## src/rtl/core/assert_macros.svh

```systemverilog
// Assertion macros shared by the periodic gradient energy block.
// Every check is sampled on the rising edge of clock and is disabled during reset.
`ifndef ASSERT_MACROS_SVH
`define ASSERT_MACROS_SVH

// The property must hold at every sampled edge.
`define PG_ASSERT(lbl, prop, msg) \
   lbl: assert property (@(posedge clock) disable iff (reset) (prop)) else $error(msg);

// The expression must never be true at a sampled edge.
`define PG_ASSERT_NEVER(lbl, expr, msg) \
   `PG_ASSERT(lbl, !(expr), msg)

`endif

```

## src/rtl/core/pgrad_pkg.sv

```systemverilog
// Package for the periodic gradient energy block: grid sizes, widths, types and tables.
// It has no dependencies; the top level, pgrad_addr and pgrad_accum import it.
package pgrad_pkg;

   localparam int unsigned GRID_X = 64;
   localparam int unsigned GRID_Y = 64;
   localparam int unsigned GRID_Z = 64;

   localparam int unsigned POS_W    = 6;
   localparam int unsigned POS_N    = 1 << POS_W;
   localparam int unsigned VAL_W    = 16;
   localparam int unsigned WORD_W   = 2 * VAL_W;
   localparam int unsigned DIFF_W   = VAL_W + 1;
   localparam int unsigned SQ_W     = 2 * VAL_W;
   localparam int unsigned ACC_W    = SQ_W + 3;
   localparam int unsigned ENERGY_W = 33;
   localparam int unsigned ROUND_ADD = 2;
   localparam int unsigned FRAC_DROP = 2;

   localparam int unsigned XW     = $clog2(GRID_X);
   localparam int unsigned YW     = $clog2(GRID_Y);
   localparam int unsigned ZW     = $clog2(GRID_Z);
   localparam int unsigned CELLS  = GRID_X * GRID_Y * GRID_Z;
   localparam int unsigned AW     = $clog2(CELLS);
   localparam int unsigned ROW_W  = $clog2(GRID_X * GRID_Z);

   localparam int unsigned NUM_READS = 6;
   localparam int unsigned NUM_PAIRS = NUM_READS / 2;
   localparam int unsigned PAIR_W    = $clog2(NUM_PAIRS);

   localparam logic CMD_LOAD  = 1'b0;
   localparam logic CMD_QUERY = 1'b1;

   typedef logic [7:0] coord_tab_type [0:POS_N-1];

   // Coordinate reduction table: entry i holds i modulo the grid size.
   function automatic coord_tab_type build_mod_tab(input int unsigned g);
      coord_tab_type t;
      int unsigned r;
      r = 0;
      for (int unsigned i = 0; i < POS_N; i++) begin
         t[i] = 8'(r);
         if (r == g - 1) begin
            r = 0;
         end else begin
            r = r + 1;
         end
      end
      return t;
   endfunction

   localparam coord_tab_type MOD_X_TAB = build_mod_tab(GRID_X);
   localparam coord_tab_type MOD_Y_TAB = build_mod_tab(GRID_Y);
   localparam coord_tab_type MOD_Z_TAB = build_mod_tab(GRID_Z);

   typedef struct packed {
      logic          valid;
      logic [XW-1:0] x;
      logic [YW-1:0] y;
      logic [ZW-1:0] z;
   } issue_type;

   typedef struct packed {
      logic          valid;
      logic [AW-1:0] addr;
   } addr_type;

   typedef struct packed {
      logic              valid;
      logic [WORD_W-1:0] data;
   } word_type;

   typedef struct packed {
      logic                done;
      logic [ENERGY_W-1:0] energy;
   } energy_type;

endpackage

```

## src/rtl/core/pgrad_accum.sv

```systemverilog
// Pairs neighbor words, squares both field differences and sums three pairs.
// It depends on pgrad_pkg.
module pgrad_accum (
   input  logic                  clock,
   input  logic                  reset,
   input  logic                  start,
   input  pgrad_pkg::word_type   word,
   output pgrad_pkg::energy_type result
);
   import pgrad_pkg::*;

   logic                     parity_ff, parity_in;
   logic [WORD_W-1:0]        next_ff;
   logic signed [DIFF_W-1:0] diff_a, diff_b;
   logic signed [2*DIFF_W-1:0] prod_a, prod_b;
   logic [SQ_W-1:0]          sq_a_ff, sq_b_ff;
   logic                     sq_valid_ff, sq_valid_in;
   logic [PAIR_W-1:0]        pair_ff, pair_in;
   logic [ACC_W-1:0]         acc_ff, acc_in;
   logic                     done_ff, done_in;
   logic [ENERGY_W-1:0]      energy_ff;

   always_comb begin
      diff_a = $signed({next_ff[VAL_W-1], next_ff[VAL_W-1:0]})
             - $signed({word.data[VAL_W-1], word.data[VAL_W-1:0]});
      diff_b = $signed({next_ff[WORD_W-1], next_ff[WORD_W-1:VAL_W]})
             - $signed({word.data[WORD_W-1], word.data[WORD_W-1:VAL_W]});
      prod_a = diff_a * diff_a;
      prod_b = diff_b * diff_b;

      parity_in   = start ? 1'b0 : (word.valid ? ~parity_ff : parity_ff);
      sq_valid_in = word.valid && parity_ff && !start;

      acc_in  = acc_ff + ACC_W'(sq_a_ff) + ACC_W'(sq_b_ff);
      pair_in = pair_ff;
      done_in = 1'b0;
      if (start) begin
         pair_in = '0;
      end else if (sq_valid_ff) begin
         pair_in = PAIR_W'(pair_ff + 1'b1);
         done_in = (pair_ff == PAIR_W'(NUM_PAIRS - 1));
      end
   end

   always_ff @(posedge clock) begin
      if (reset) begin
         parity_ff   <= 1'b0;
         sq_valid_ff <= 1'b0;
         pair_ff     <= '0;
         done_ff     <= 1'b0;
         acc_ff      <= '0;
      end else begin
         parity_ff   <= parity_in;
         sq_valid_ff <= sq_valid_in;
         pair_ff     <= pair_in;
         done_ff     <= done_in;
         if (start) begin
            acc_ff <= '0;
         end else if (sq_valid_ff) begin
            acc_ff <= acc_in;
         end
      end
      if (word.valid && !parity_ff) begin
         next_ff <= word.data;
      end
      sq_a_ff <= prod_a[SQ_W-1:0];
      sq_b_ff <= prod_b[SQ_W-1:0];
      if (done_in) begin
         energy_ff <= ENERGY_W'((acc_in + ACC_W'(ROUND_ADD)) >> FRAC_DROP);
      end
   end

   assign result.done   = done_ff;
   assign result.energy = energy_ff;

endmodule
```

## config.mk

```make
export PLATFORM = sky130hd
export DESIGN_NAME = pgrad_accum
export DESIGN_NICKNAME = d
export VERILOG_FILES = /design/src/rtl/core/assert_macros.svh /design/src/rtl/core/pgrad_pkg.sv /design/src/rtl/core/pgrad_accum.sv
export SDC_FILE = /design/constraint.sdc
export NUM_CORES = 2
export LEC_CHECK = 0
export BUFFER_PORTS_ARGS = -buffer_cell sky130_fd_sc_hd__buf_2
export CAP_MARGIN = 5
export CORE_MARGIN = 4
export CORE_UTILIZATION = 50
export DETAILED_ROUTE_END_ITERATION = 7
export PLACE_DENSITY_LB_ADDON = 0.25
export SETUP_SLACK_MARGIN = 0.5
export SKIP_CTS_REPAIR_TIMING = 1
export SYNTH_ARGS = -nofsm -noshare
export SYNTH_HDL_FRONTEND = slang
export SYNTH_SLANG_ARGS = --single-unit
```

## constraint.sdc

```tcl
create_clock -name clock -period 12 [get_ports clock]
set_input_delay 1.8 -clock clock [delete_from_list [all_inputs] [get_ports clock]]
set_output_delay 1.8 -clock clock [all_outputs]
set_load 0.02 [all_outputs]
```

# ---- Yosys cells after proc, flatten, opt, wreduce, memory -nomap -nowiden
# Index checks and enable logic that the tools add are counted.
# Widths: inputs -> output; s select.
dict set report word_totals {
  ff_bits 169
  input_bits 36
  out_inout_bits 34
  elab_cells 27
}
dict set report classes {
  addsub 6
  mul 2
  eq_ne 1
  muxes 2
  n_bitwise 1
  n_reduce_logical 6
}
# cell n
set op_table {}
lappend op_table {{$add 35x32->35} 2}
lappend op_table {{$mul 17x17->32} 2}
lappend op_table {{$add 35x2->35 const B} 1}
lappend op_table {{$sub 16x16->17} 2}
lappend op_table {{$logic_and 1x1->1} 3}
lappend op_table {{$add 2x1->2 const B} 1}
lappend op_table {{$eq 2x2->1 const B} 1}
lappend op_table {{$logic_not 1->1} 2}
lappend op_table {{$mux 1} 2}
lappend op_table {{$reduce_or 2->1} 1}
lappend op_table {{$not 1->1} 1}

# ---- Logic depth before layout (Yosys ltp)
dict set report logic_depth {
  ltp_word 3
  ltp_mapped 39
  ltp_nobuf 38
}

# ---- Worst setup path after synthesis
# OpenSTA, ideal clock, no wires.
dict set report synth_path {
  kind {input to register}
  start {input port word[16] (netlist bit)}
  end {register sq_b_ff[31]}
  setup_ns 0.121
  arrival_ns 9.593
  required_time_ns 11.879
  setup_slack_ns 2.286
  stages 33
  path_buffers 1
  cell_sequence {ha_1 -> fa_1 -> nor2b_1 -> o21ai_0 -> nand2b_1 -> a21o_1 -> a31o_2 -> a41oi_1 -> nor4b_1 -> o31ai_1 -> nand2_1 -> a21o_1 -> inv_1 -> clkbuf_1 -> nor2_1 -> fa_1 -> inv_1 -> fa_1 -> inv_1 -> fa_1 -> fa_1 -> fa_1 -> fa_1 -> ha_1 -> a21oi_1 -> nor2_1 -> nor2_1 -> o22ai_1 -> a211o_1 -> a21o_1 -> a21oi_1 -> o21ai_0 -> xnor2_1}
}
dict set report synth_via {
  elab_chain_cells 2
}
# element line
set synth_lines {}
lappend synth_lines {{from (decl)} pgrad_accum.sv:7} ;# input pgrad_pkg::word_type word,
lappend synth_lines {{$sub 16x16->17} pgrad_accum.sv:27} ;# - $signed({word.data[WORD_W-1], word.data[WORD_W-1:VAL_W]});
lappend synth_lines {{$mul 17x17->32} pgrad_accum.sv:29} ;# prod_b = diff_b * diff_b;
lappend synth_lines {{net prod_b[31]} pgrad_accum.sv:15} ;# logic signed [2*DIFF_W-1:0] prod_a, prod_b;
lappend synth_lines {{to (signal assigned)} pgrad_accum.sv:67} ;# sq_b_ff <= prod_b[SQ_W-1:0];
lappend synth_lines {{to (decl)} pgrad_accum.sv:16} ;# logic [SQ_W-1:0] sq_a_ff, sq_b_ff;
# The timed path passes the listed nets, and every way through them passes these cells.
# A chain may end at the register's enable or synchronous reset.

# ---- Final worst setup path
dict set report layout_path {
  start {input port word[0] (netlist bit)}
  end {register sq_a_ff[30]}
}
dict set report layout_via {
  elab_chain_cells 2
}
# element line
set layout_lines {}
lappend layout_lines {{$sub 16x16->17} pgrad_accum.sv:25} ;# - $signed({word.data[VAL_W-1], word.data[VAL_W-1:0]});
lappend layout_lines {{$mul 17x17->32} pgrad_accum.sv:28} ;# prod_a = diff_a * diff_a;
lappend layout_lines {{net prod_a[30]} pgrad_accum.sv:15}
lappend layout_lines {{to (signal assigned)} pgrad_accum.sv:66} ;# sq_a_ff <= prod_a[SQ_W-1:0];
lappend layout_lines {{to (decl)} pgrad_accum.sv:16}
# The timed path passes the listed nets, and every way through them passes these cells.

==> flow_summary.yaml <==
worst_setup_path:
  required_ns: 12.40
  worstRegToRegCells: 33
  r2r_start: "next_ff[0]"
  r2r_slack_ns: 2.74
  critical_path_class: "in -> reg"
  critPathMaxStageDelay_ns: 0.56
  r2r_end: "sq_a_ff[30]"
  cp.depth: 33
  path_delay_family: "adder cells"
  arrival_ns: 10.74
  cp_num_buf_inv: 7
  end_kind: "register"
  critPathSlowestCell: "or3_1"
  critPathMaxFanout: 11
  crit_top_cell: "fa_1"
  crit_path_start_kind: "input port"
routing:
  ant_nets: 0
  routed_via_density: 5.21
  wire_per_inst_um: 17.1
  vias: 19500
  drt_iter0_drc: 1160
  first_pass_iters: 7
  drt-total-wl_um: 63800
  drc: 0
timing:
  rsz0062_at_grt: "false"
  max_freq_mhz: 96.7
  drv_slew: 0
  fin_skew_ns: 0.0224
  period_minus_slack_ns: 10.34
  maxSlewHeadroom_pct: 20.1
  setup_tns_ns: 0
  worstMarginPinSlew_ns: 1.19
  hold_violations: 0
  setup_viol: 0
  period_share_pct: 86.2
clock_tree:
  cts_buffers: 17
  worst_skew_pair.late_latency_ns: 0.49
  clk_path_buf_depth: 2
  clk_pin_slew_ns: 0.07
  clock_sinks: 167
  root_buffer: "clkbuf_16"
  cts_tree: "done"
  cts_max_level: 4
floorplan:
  die_h_um: 243
  die_w_um: 243
  start_util_pct: 50.9
  core_area_um2: 54300
  row_count: 85
  dieArea_um2: 59200
  num_io_pins: 70
finish:
  final_net_count: 3792
  antenna_cells: 0
  stdcell_count: 3739
  drive_above_1_share_pct: 6.17
  syn2layout_area_growth_pct: 7.02
yosys:
  synth-main-ff-cell: "dfxtp_1"
  netlist_instances: 2926
  avgSynthCellArea_um2: 9.46
  synth.cell_area_um2: 27700
  synth_edf_count: 65
  syn_nets: 3731
  yosysWarnings: 0
  async_reset_ff_share_pct: 0
  yosysSeqAreaShare_pct: 14.4
  ys_ff_latch: 167
  ys_types: 86
hold_path:
  hold_depth: 2
  hp-start: "parity_ff"
  holdPathEnd: "sq_valid_ff"
  hold_class: "reg -> reg"
placement:
  port_buffers: 69
  dpl.hpwl_um: 54000
  gp_congestion: 0.908
  dp.cells: 3707
grt:
  grt_start_max_net_pins: 43
  grt_pass1_wl_um: 107000
  antenna_found_initial: 0
  grt_pass1_vias: 21300
  grtUsageTotal_pct: 22.9
  overflow: 0
flow_run:
  drv_cap: 0
status:
  outcome: "finished, final reports clean"
[per-stage QoR]
stage          setup slack (ns)  cell area (um^2)  hold slack, ns  util [%]
6_report                   1.66             29600           0.488      54.5
5_1_grt                   0.922             29600           0.516      54.5
4_1_cts                    1.69             29600           0.487      54.5
3_5_place_dp               1.21             29000           0.478      53.3
3_3_place_gp               1.37             29000           0.465      53.3
2_1_floorplan              2.29             27700           0.436         -
[cell usage in the layout (no fill, tap or decap), types with 35 or more instances in the layout]
cell      count
ha_1        220
xnor2_1     123
dfxtp_1     101
a21oi_1      81
buf_2        69
inv_1       725
fa_1        549
edfxtp_1     65
xor2_1       46
a21o_1       36
nand3_1      35
o21ai_0      52
nor2_1      294
nand2_1     213
buf_4        36
[worst max path at each step]
stage                         from          end  slack (ns)
after floorplan           word[16]  sq_b_ff[31]        2.29
after global placement     word[0]  sq_a_ff[30]        1.37
after detailed placement   word[0]  sq_a_ff[30]        1.21
after CTS                  word[0]  sq_a_ff[30]        1.69
after global routing       word[0]  sq_a_ff[30]        0.92
final                      word[0]  sq_a_ff[30]        1.66
[cell usage after synthesis (9+ instances only)]
| library cell | number | area, um^2 |
|---|---|---|
| clkbuf_1 | 57 | 214 |
| o21ai_0 | 52 | 260 |
| nor3_1 | 27 | 135 |
| o21bai_1 | 12 | 90.1 |
| o211ai_1 | 10 | 75.1 |
| nand2b_1 | 17 | 106 |
| inv_1 | 725 | 2720 |
| fa_1 | 549 | 11000 |
| nor2b_1 | 27 | 169 |
| nand3_1 | 35 | 175 |
| nor2_1 | 294 | 1100 |
| a21o_1 | 36 | 270 |
| mux2i_1 | 25 | 250 |
| xnor2_1 | 123 | 1080 |
| o21a_1 | 14 | 105 |
| ha_1 | 220 | 2750 |
| dfxtp_1 | 102 | 2040 |
| and3_1 | 13 | 81.3 |
| nand4_1 | 9 | 56.3 |
| a21oi_1 | 81 | 405 |
| nand2_1 | 213 | 800 |
| xor2_1 | 46 | 403 |
| a211oi_1 | 20 | 150 |
| edfxtp_1 | 65 | 1950 |
[worst min-delay path, stage by stage, from the launching register on]
cell and delay, ns:
dfxtp_1 0.35, nand2_1 0.07, nor2_1 0.03
[state kept, by name, indices dropped and copies added (netlist names)]
register	flops
acc_ff	35
sq_a_ff	31
energy_ff	33
pair_ff	2
sq_b_ff	31
parity_ff	1
done_ff	1
sq_valid_ff	1
next_ff	32
[area by class of cell]
class / count / area [um^2]
inverter: 737 / 2770
sequential: 167 / 4000
multi-input combinational: 1959 / 20700
timing repair buffer: 105 / 616
tap: 739 / 925
fill: 4941 / 24700
clock buffer: 20 / 479
clock inverter: 12 / 154
[logic make-up (layout without fill, tap and decap cells)]
family	count (synthesis)	after routing	share of synthesized area (%)
fa+ha+maj	769	769	49.7
simple gates	683	683	11.1
buf+inv	800	874	10.9
mux	27	27	0.986
flops	167	167	14.4
compound gates	309	309	7.57
xor+xnor	169	169	5.35
other cells	2	2	0.0271
[layer usage]
metal,GRT usage [%],up-vias,wire length (um)
met1,30.2,9805,27200
met2,38.5,481,31300
met5,0,-,0
met3,4.00,107,3320
met4,7.33,0,1980
li1,-,9074,-
Power is left out: the tool's default activity adds up to more than one toggle a clock period on the data nets, which glitch-free logic cannot reach.
