<file path="src/rtl/core/assert_macros.svh">
// Assertion macros shared by the periodic gradient energy block.
// Every check is sampled on the rising edge of clock and is disabled during reset.
`ifndef ASSERT_MACROS_SVH
`define ASSERT_MACROS_SVH

// The property must hold at every sampled edge.
`define PG_ASSERT(lbl, prop, msg) \
   lbl: assert property (@(posedge clock) disable iff (reset) (prop)) else $error(msg);

// The expression must never be true at a sampled edge.
`define PG_ASSERT_NEVER(lbl, expr, msg) \
   `PG_ASSERT(lbl, !(expr), msg)

`endif

</file>
<file path="src/rtl/core/pgrad_pkg.sv">
// Package for the periodic gradient energy block: grid sizes, widths, types and tables.
// It has no dependencies; the top level, pgrad_addr and pgrad_accum import it.
package pgrad_pkg;

   localparam int unsigned GRID_X = 64;
   localparam int unsigned GRID_Y = 64;
   localparam int unsigned GRID_Z = 64;

   localparam int unsigned POS_W    = 6;
   localparam int unsigned POS_N    = 1 << POS_W;
   localparam int unsigned VAL_W    = 16;
   localparam int unsigned WORD_W   = 2 * VAL_W;
   localparam int unsigned DIFF_W   = VAL_W + 1;
   localparam int unsigned SQ_W     = 2 * VAL_W;
   localparam int unsigned ACC_W    = SQ_W + 3;
   localparam int unsigned ENERGY_W = 33;
   localparam int unsigned ROUND_ADD = 2;
   localparam int unsigned FRAC_DROP = 2;

   localparam int unsigned XW     = $clog2(GRID_X);
   localparam int unsigned YW     = $clog2(GRID_Y);
   localparam int unsigned ZW     = $clog2(GRID_Z);
   localparam int unsigned CELLS  = GRID_X * GRID_Y * GRID_Z;
   localparam int unsigned AW     = $clog2(CELLS);
   localparam int unsigned ROW_W  = $clog2(GRID_X * GRID_Z);

   localparam int unsigned NUM_READS = 6;
   localparam int unsigned NUM_PAIRS = NUM_READS / 2;
   localparam int unsigned PAIR_W    = $clog2(NUM_PAIRS);

   localparam logic CMD_LOAD  = 1'b0;
   localparam logic CMD_QUERY = 1'b1;

   typedef logic [7:0] coord_tab_type [0:POS_N-1];

   // Coordinate reduction table: entry i holds i modulo the grid size.
   function automatic coord_tab_type build_mod_tab(input int unsigned g);
      coord_tab_type t;
      int unsigned r;
      r = 0;
      for (int unsigned i = 0; i < POS_N; i++) begin
         t[i] = 8'(r);
         if (r == g - 1) begin
            r = 0;
         end else begin
            r = r + 1;
         end
      end
      return t;
   endfunction

   localparam coord_tab_type MOD_X_TAB = build_mod_tab(GRID_X);
   localparam coord_tab_type MOD_Y_TAB = build_mod_tab(GRID_Y);
   localparam coord_tab_type MOD_Z_TAB = build_mod_tab(GRID_Z);

   typedef struct packed {
      logic          valid;
      logic [XW-1:0] x;
      logic [YW-1:0] y;
      logic [ZW-1:0] z;
   } issue_type;

   typedef struct packed {
      logic          valid;
      logic [AW-1:0] addr;
   } addr_type;

   typedef struct packed {
      logic              valid;
      logic [WORD_W-1:0] data;
   } word_type;

   typedef struct packed {
      logic                done;
      logic [ENERGY_W-1:0] energy;
   } energy_type;

endpackage

</file>
<file path="src/rtl/core/pgrad_addr.sv">
// Two-stage voxel address generator: row = z * GRID_X + x, then row * GRID_Y + y.
// It depends on pgrad_pkg.
module pgrad_addr (
   input  logic                 clock,
   input  logic                 reset,
   input  pgrad_pkg::issue_type issue,
   output pgrad_pkg::addr_type  addr
);
   import pgrad_pkg::*;

   logic             v1_ff, v1_in;
   logic [ROW_W-1:0] row_ff, row_in;
   logic [YW-1:0]    y1_ff;
   logic             v2_ff, v2_in;
   logic [AW-1:0]    addr_ff, addr_in;

   always_comb begin
      v1_in   = issue.valid;
      row_in  = ROW_W'(ROW_W'(issue.z) * ROW_W'(GRID_X) + ROW_W'(issue.x));
      v2_in   = v1_ff;
      addr_in = AW'(AW'(row_ff) * AW'(GRID_Y) + AW'(y1_ff));
   end

   always_ff @(posedge clock) begin
      if (reset) begin
         v1_ff <= 1'b0;
         v2_ff <= 1'b0;
      end else begin
         v1_ff <= v1_in;
         v2_ff <= v2_in;
      end
      row_ff  <= row_in;
      y1_ff   <= issue.y;
      addr_ff <= addr_in;
   end

   assign addr.valid = v2_ff;
   assign addr.addr  = addr_ff;

endmodule

</file>
<file path="config.mk">
export PLATFORM = sky130hd
export DESIGN_NAME = pgrad_addr
export DESIGN_NICKNAME = d
export VERILOG_FILES = /design/src/rtl/core/assert_macros.svh /design/src/rtl/core/pgrad_pkg.sv /design/src/rtl/core/pgrad_addr.sv
export SDC_FILE = /design/constraint.sdc
export NUM_CORES = 1
export LEC_CHECK = 0
export CORE_MARGIN = 3
export CORE_UTILIZATION = 55
export CTS_CLUSTER_DIAMETER = 50
export DETAILED_ROUTE_END_ITERATION = 16
export DONT_BUFFER_PORTS = 1
export MAX_ROUTING_LAYER = met4
export PLACE_DENSITY = 0.77
export REMOVE_ABC_BUFFERS = 1
export SETUP_SLACK_MARGIN = 0.05
export SYNTH_ARGS = -nofsm -noshare
export SYNTH_HDL_FRONTEND = slang
export SYNTH_SLANG_ARGS = --single-unit
</file>
<file path="constraint.sdc">
create_clock -name clock -period 1.38 [get_ports clock]
set_clock_uncertainty 0.05 [all_clocks]
set_input_delay 0.276 -clock clock [delete_from_list [all_inputs] [get_ports clock]]
set_output_delay 0.276 -clock clock [all_outputs]
set_load 0.01 [all_outputs]
</file>
After elaboration in Yosys (flattened, before gate mapping). Cells that the tools add are included. W data, S select, Z words.

Flip-flop bits (word level): 38. Latch bits: 0. Memory bits (writable): 0. Bits in read-only memories: 0. Bits of input ports: 21. Output and inout port bits: 19. Logic and storage cells: 7. Memories: 0.

$add $sub $neg: 2. Multiply operators: 0. Div/mod/pow operators: 0. Magnitude comparators: 0. Eq/ne operators: 0. Shifts and indexed selects: 0. Multiplexer cells: 0. Bitwise operators: 0. Reductions and logical operators: 0.

Operators by type and width (number): $add A18 B6 Y18 (1); $add A12 B6 Y12 (1).

Logic depth before layout (Yosys ltp). Gate-level depths: netlist (run 1).

Depth in word-level cells: 1. Gate-level depth with buffers: 1. Mapped depth without buffers: 1.

Least setup slack after synthesis (run 1). Ideal clock, no wire load.

Path type: register to output. From: register v2_ff. To: output addr[18] (netlist name). Data arrival time: 401 ps. Required time: 1054 ps. Slack: 653 ps. Stages on the path, launching flop included: 2. Path buffers: 1. Cell sequence: dfxtp_1 > buf_4.

RTL lines: start, declared (RTL line pgrad_addr.sv:14) `logic v2_ff, v2_in;`; start signal, assigned (RTL line pgrad_addr.sv:30) `v2_ff <= v2_in;`; end, declared (RTL line pgrad_addr.sv:7) `output pgrad_pkg::addr_type addr`.

No word-level cell between the ends.

Worst setup path in the final report (run 1).
From: register addr_ff[5]. To: output addr[5] (netlist name).

RTL lines: start, declared (RTL line pgrad_addr.sv:15) `logic [AW-1:0] addr_ff, addr_in;`; start signal, assigned (RTL line pgrad_addr.sv:34) `addr_ff <= addr_in;`.

No word-level cell between the ends.

==> results of run 1 <==
==> metrics by stage <==
step | instance area [µm²] | std cells
floorplan | 773 | 40
global placement | 791 | 54
detailed placement | 791 | 54
CTS | 1030 | 79
global route | 1030 | 79
finish | 1030 | 79
==> registers in the layout, summed over array words and instances (netlist names) <==
register,count
addr_ff,18
row_ff,12
y1_ff,6
v1_ff,1
v2_ff,1
==> power by group <==
group | internal, mW | total [mW] | switching, mW
registers | 1.16 | 1.19 | 0.0323
logic | 0.0369 | 0.0449 | 0.00794
clock network | 0.230 | 0.528 | 0.299
total | 1.42 | 1.76 | 0.339
==> cells in the mapped netlist, drive strengths merged <==
library cell	n	area, µm²
dfxtp	38	761
nor2b	2	12.5
buf	1	7.51
==> area by class of cell <==
| type | instances | area, µm² |
|---|---|---|
| Sequential cell | 38 | 761 |
| Fill cell | 60 | 184 |
| Tap cell | 14 | 17.5 |
| Clock buffer | 6 | 51.3 |
| Multi-Input combinational cell | 2 | 12.5 |
| Timing Repair Buffer | 19 | 190 |
==> cells by family (layout without fill, tap and decap cells) <==
kind of cell,after synthesis,after routing,share of synthesized area (%)
buffers and inverters,1,25,0.962
flip-flops,38,38,97.4
AND/OR/NAND/NOR,2,2,1.60
==> per-layer routing <==
metal	wire length, µm	track usage [%]	vias to the layer above
met3	118	7.05	4
met1	434	13.7	151
met5	0	-	-
met2	590	23.3	27
met4	28	12.7	0
li1	-	-	171
==> final timing paths <==
kind                  to  slack, ps  cells after the start
max              addr[5]        350                      0
min reg2reg  addr_ff[11]        280                      0
min                v1_ff         30                      1
max reg2reg        v2_ff        820                      1
==> impl_metrics.toml, run 1 <==
[cells_and_area]
finish.utilization_pct = 84.9
most-common-layout-cells = "38 x dfxtp_1, 19 x dlygate4sd3_1, 5 x clkbuf_4"
layout_commonest_cell = "dfxtp_1"
drive_gt1_share_pct = 9.23
nets = 87
diodes = 0
area_growth_pct = 32.2

[floorplan]
num_io_pins = 40
core_um2 = 1220
die_height_um = 43.7
start_util_pct = 64.2
rows = 12
die_w_um = 43.7
die_area_um2 = 1910

[global_routing]
grt_max_degree = 11
grt_pass1_wl_um = 1770
grt_remaining_overflow = 0
grt_usage_pct = 15.0
grt_pass1_vias = 371
antenna_found_initial = 0

[clocking]
clk_latency_ps = 310
hold_buffers = 19
clkSlewWorstSetupHoldPaths_ps = 100
cts_tree = "built"
clockBufferDepth = 2
numCtsBuffers = 5
cts_resized = 0
postCtsSetupRepairBufs = 0
root_buffer = "clkbuf_4"
cts_sinks = 38
cts_max_level = 2

[drt]
drtPass1Iterations = 4
wirelength_um = 1170
ant_nets = 0
route.detailed.drc = 0
wl_per_cell_um = 14.8
vias_per_cell = 4.47
drtIter0Drc = 8
vias = 353

[placed_design]
gp_congestion = 0.574
post-place-ws_ps = 699
numPortBuffers = 0

[synth]
ys_ff_latch = 38
syn_area_per_cell_um2 = 19.0
synthesis.instances = 41
synth.distinct_cells = 3
syn_area_um2 = 781
seq_area_frac_synth_pct = 97.4
ys_warn_count = 0

[status]
status = "finished, final reports clean"

[timing]
maxSlewHeadroom_pct = 90.7
rsz0062_at_grt = "no"
min_period_ps = 1030
drv_slew = 0
hold_viol = 0
setup_violations = 0
hold_slack_ps = 33.4
layout_setup_ws_ps = 347
finalCritPeriodShare_pct = 74.8
finalSetupTns_ps = 0
fmax_mhz = 968
worst_slew_pin_slew_ps = 140

[pwr]
power.total_mw = 1.76
leakage_nw = 0.434
power_density_nw_per_um2 = 1710
ir_drop_uv = 1090

[worst_setup_path]
critPathCaptureType = "output pin"
startpoint_type = "register"
crit_start = "addr_ff[5]"
cp_max_fo = 1
reg2reg_from = "v1_ff"
critical_path_class = "reg -> out"
worstPathArrival_ps = 710
required_ps = 1050

[min_path]
hold_path_startpoint = "issue[18]"
hp-class = "in -> reg"

[run]
maxCapViolCount = 0
Note: power is estimated with default switching activity, not from simulation.
==> inputs of run 2 (changes only) <==
--- a/config.mk
+++ b/config.mk
@@ -5,13 +5,14 @@
 export SDC_FILE = /design/constraint.sdc
 export NUM_CORES = 1
 export LEC_CHECK = 0
+export CORE_ASPECT_RATIO = 1.2
 export CORE_MARGIN = 3
-export CORE_UTILIZATION = 55
+export CORE_UTILIZATION = 49
 export CTS_CLUSTER_DIAMETER = 50
 export DETAILED_ROUTE_END_ITERATION = 16
 export DONT_BUFFER_PORTS = 1
 export MAX_ROUTING_LAYER = met4
-export PLACE_DENSITY = 0.77
+export PLACE_DENSITY = 0.73
 export REMOVE_ABC_BUFFERS = 1
 export SETUP_SLACK_MARGIN = 0.05
 export SYNTH_ARGS = -nofsm -noshare
==> constraint.sdc (replaced) <==
create_clock -name clock -period 0.9 [get_ports clock]
set_clock_uncertainty 0.05 [all_clocks]
set_input_delay 0.18 -clock clock [delete_from_list [all_inputs] [get_ports clock]]
set_output_delay 0.18 -clock clock [all_outputs]
set_load 0.01 [all_outputs]
==> impl_metrics.toml, run 2 (synthesis gave the netlist of run 1 again) <==
[cells_and_area]
reg_top3 = "addr_ff (18), row_ff (12), y1_ff (6)"
diodes = 0
area_growth_pct = 37.0
drive_gt1_share_pct = 37.9
most-common-layout-cells = "20 x dlygate4sd3_1, 19 x dfxtp_2, 19 x dfxtp_1"
nets = 88
finish.utilization_pct = 73.1
largest_register = "addr_ff"
largest_register_ffs = 18
layout_commonest_cell = "dlygate4sd3_1"

[pwr]
power.total_mw = 2.70
leakage_nw = 0.439
ir_drop_uv = 1570
power_density_nw_per_um2 = 2520

[placed_design]
gp_congestion = 0.606
numPortBuffers = 0

[drt]
ant_nets = 0
wl_per_cell_um = 13.7
vias = 357
drtPass1Iterations = 2
drtIter0Drc = 1
vias_per_cell = 4.30
route.detailed.drc = 0
wirelength_um = 1140

[timing]
drv_slew = 0
min_period_ps = 907
finalCritPeriodShare_pct = 101
layout_setup_ws_ps = -7.22
hold_viol = 0
setup_violations = 7
fmax_mhz = 1100
hold_slack_ps = 279
maxSlewHeadroom_pct = 93.2
rsz0062_at_grt = "yes"
worst_slew_pin_slew_ps = 102

[global_routing]
grt_remaining_overflow = 0
antenna_found_initial = 0
grt_pass1_wl_um = 1780
grt_usage_pct = 13.0
grt_pass1_vias = 367
grt_max_degree = 11

[worst_setup_path]
startpoint_type = "register"
critical_path_class = "reg -> out"
worstPathArrival_ps = 680
required_ps = 670
crit_start = "addr_ff[9]"
cp_max_fo = 1
critPathCaptureType = "output pin"
reg2reg_from = "v1_ff"

[run]
maxCapViolCount = 0

[floorplan]
die_height_um = 49.7
rows = 15
num_io_pins = 40
die_area_um2 = 2110
start_util_pct = 53.3
die_w_um = 42.4
core_um2 = 1460

[clocking]
numCtsBuffers = 5
cts_max_level = 2
clockBufferDepth = 2
cts_tree = "built"
root_buffer = "clkbuf_4"
clkSlewWorstSetupHoldPaths_ps = 90
clk_latency_ps = 320
cts_sinks = 38

[status]
status = "complete, but fails checks"
violations = "setup timing"

[min_path]
hp-class = "reg -> reg"
hold_path_startpoint = "row_ff[11]"
-- run 2: cell types whose count changed in the layout (fill, tap and decap cells not counted), sizes merged --
cell	before	now
dlygate4sd3	19	20
-- run 2: repair_timing --
item                                    in CTS  in global routing
hold endpoints to repair                    20                  0
buffers inserted                             0                  0
resized for setup                           19                  0
hold buffers                                20                  0
endpoints found under the setup margin      19                 19
-- run 2: per-layer routing --
metal | routed length [µm] | up-vias | track usage (%)
met5 | 0 | - | -
met3 | 119 | 2 | 9.12
met4 | 17 | 0 | 6.22
met2 | 662 | 27 | 22.1
met1 | 336 | 156 | 10.1
li1 | - | 172 | -
-- run 2: worst paths after layout --
path / end / slack (ps) / cells after the start
setup / recovery: addr[9] / -7 / 0
hold / removal: addr_ff[17] / 280 / 0
setup reg to reg: v2_ff / 330 / 1
hold reg to reg: addr_ff[17] / 280 / 0
-- run 2: power breakdown --
part	leakage [nW]	switching (mW)	total (mW)	internal [mW]
Clock	0.0302	0.445	0.796	0.352
Combinational	0.0879	0.0131	0.0726	0.0595
Sequential	0.321	0.0489	1.83	1.78
-- run 2: area by class of cell --
type / count / area, µm²
repair buffers: 20 / 200
clock buffers: 6 / 51.3
well taps: 17 / 21.3
fillers: 89 / 394
multi-input cells: 2 / 12.5
flip-flops and latches: 38 / 785
-- run 2: metrics by stage --
stage,setup TNS [ps],area (µm²),instances,setup slack [ps]
6_report,-31.4,1070,83,-7.22
5_1_grt,-602,1070,83,-50.6
4_1_cts,-279,1070,83,-23.3
3_5_place_dp,0,795,57,313
3_3_place_gp,0,795,57,319
2_1_floorplan,0,773,40,339
==> inputs of run 3 (changes only) <==
--- a/config.mk
+++ b/config.mk
@@ -5,6 +5,7 @@
 export SDC_FILE = /design/constraint.sdc
 export NUM_CORES = 1
 export LEC_CHECK = 0
+export ABC_AREA = 1
 export CORE_ASPECT_RATIO = 1.2
 export CORE_MARGIN = 3
 export CORE_UTILIZATION = 49
==> impl_metrics.toml, run 3 <==
[status]
status = "complete, but fails checks"
violations = "setup timing"

[worst_setup_path]
startpoint_type = "register"
r2r_setup_slack_ps = 340
rr_worst_depth = 2
critPathCaptureType = "output pin"
reg2reg_from = "v1_ff"
critical_path_class = "reg -> out"
rr_endpoint = "v2_ff"
worstPathArrival_ps = 680
required_ps = 670
cp_max_fo = 1

[cells_and_area]
fillCellCount = 91
layout_commonest_cell = "dlygate4sd3_1"
most-common-layout-cells = "20 x dlygate4sd3_1, 19 x dfxtp_2, 19 x dfxtp_1"
area_growth_pct = 40.7
largest_register_ffs = 18
multiInputGateArea_um2 = 7.51
nets = 90
finish.utilization_pct = 75.3
fin_area_um2 = 1100
largest_register = "addr_ff"
diodes = 0
register_area_um2 = 785
drive_gt1_share_pct = 37.7
reg_top3 = "addr_ff (18), row_ff (12), y1_ff (6)"

[timing]
setup_violations = 4
min_period_ps = 913
maxSlewHeadroom_pct = 93.3
finalSetupTns_ps = -22.4
rsz0062_at_grt = "yes"
worst_slew_pin_slew_ps = 101
finalCritPeriodShare_pct = 101
hold_viol = 0
drv_slew = 0
layout_setup_ws_ps = -12.8
fmax_mhz = 1100

[clocking]
postCtsSetupRepairBufs = 0
cts_max_level = 2
cts_sinks = 38
clockBufferDepth = 2
cts_tree = "built"
root_buffer = "clkbuf_4"
clkSlewWorstSetupHoldPaths_ps = 100
clk_latency_ps = 310
numCtsBuffers = 5

[synth]
synth.distinct_cells = 4
ys_warn_count = 0
syn_area_per_cell_um2 = 18.2
synth_edf_count = 0
ys_ff_latch = 38
syn_area_um2 = 783
yosysTopAreaCell = "dfxtp_1"
synthTopCellsByCount = "38 x dfxtp_1, 2 x inv_1, 2 x nor2_1, 1 x buf_4"
seq_area_frac_synth_pct = 97.1
synth_top_flop_cell = "dfxtp_1"
synthesis.instances = 43
synth.most_common_cell = "dfxtp_1"
synthArstFlopShare_pct = 0
synth.top_cell.area_share_pct = 97.1
yosys-top-cells-area = "dfxtp_1 97%, buf_4 0.96%, inv_1 0.96%"

[min_path]
min_to = "addr_ff[10]"
hp-class = "reg -> reg"
holdPathStages = 0
hold_path_startpoint = "row_ff[4]"

[drt]
wirelength_um = 1130
wl_per_cell_um = 13.2
route.detailed.drc = 0
vias_per_cell = 4.27
drtIter0Drc = 0
vias = 367
ant_nets = 0
drtPass1Iterations = 1

[global_routing]
antenna_found_initial = 0
grt_pass1_wl_um = 1800
grt_max_degree = 12
grt_pass1_vias = 404
grt_usage_pct = 12.7
grt_remaining_overflow = 0

[floorplan]
die_area_um2 = 2120
die_height_um = 49.8
start_util_pct = 53.5
num_io_pins = 40
rows = 15
die_w_um = 42.5
core_um2 = 1460

[pwr]
leakage_nw = 0.461
ir_drop_uv = 2140
power.total_mw = 3.01
power_density_nw_per_um2 = 2730

[placed_design]
place.detailed.hpwl_um = 687
post_dp_cell_area_um2 = 797
post-place-ws_ps = 311
gp_congestion = 0.616
numPortBuffers = 0

[run]
maxCapViolCount = 0
==> run 3: cell count changes in the layout (fill, tap and decap cells not counted) <==
cell	delta
nor2b_1	-2
nor2_1	+2
inv_1	+2
bufinv_16	+1
==> run 3: final cells by class <==
type	instances	area share (%)
flip-flops and latches	38	71.2
repair buffers	20	18.2
clock buffers	6	4.65
clock inverters	1	2.72
well taps	17	1.93
multi-input cells	2	0.681
inverters	2	0.681
==> run 3: timing repair <==
| action | CTS | global route |
|---|---|---|
| hold buffers | 20 | 0 |
| endpoints found under the hold margin | 20 | 0 |
| gates resized for setup | 19 | 0 |
| pin swaps | 0 | 0 |
| endpoints found under the setup margin | 19 | 19 |
==> run 3: cells by family (layout without fill, tap and decap cells) <==
| logic type | after synthesis | after routing | share of synthesized area (%) |
|---|---|---|---|
| flip-flops | 38 | 38 | 97.1 |
| AND/OR/NAND/NOR | 2 | 2 | 0.959 |
| buffers and inverters | 3 | 29 | 1.92 |
==> run 3: power by group <==
part	total [mW]	internal, mW	switching, mW
clock network	1.11	0.647	0.462
registers	1.83	1.78	0.0490
logic	0.0730	0.0588	0.0141
total	3.01	2.49	0.525
==> run 3: how the worst max path moves through the flow <==
stage / from / endpoint / slack [ps] / cells past startpoint
final: addr_ff[14] / addr[14] / -10 / 0
after global routing: addr_ff[14] / addr[14] / -50 / 0
after CTS: addr_ff[7] / addr[7] / -20 / 0
after detailed placement: addr_ff[7] / addr[7] / 310 / 0
after global placement: addr_ff[17] / addr[17] / 320 / 0
after floorplan: addr_ff[0] / addr[0] / 340 / 0
==> run 3: per-layer routing <==
layer | GRT usage [%] | up-vias | share of wire, %
met5 | - | - | 0
met4 | 9.33 | 0 | 3.4
met3 | 6.20 | 4 | 8.6
met2 | 22.3 | 25 | 58
met1 | 9.48 | 161 | 30
li1 | - | 177 | -
==> run 3: through the flow <==
stage | std cells | hold WS (ps)
5_1_grt | 86 | 285
4_1_cts | 86 | 281
3_3_place_gp | 59 | 158
3_5_place_dp | 59 | 158
2_1_floorplan | 42 | 158
6_report | 86 | 279
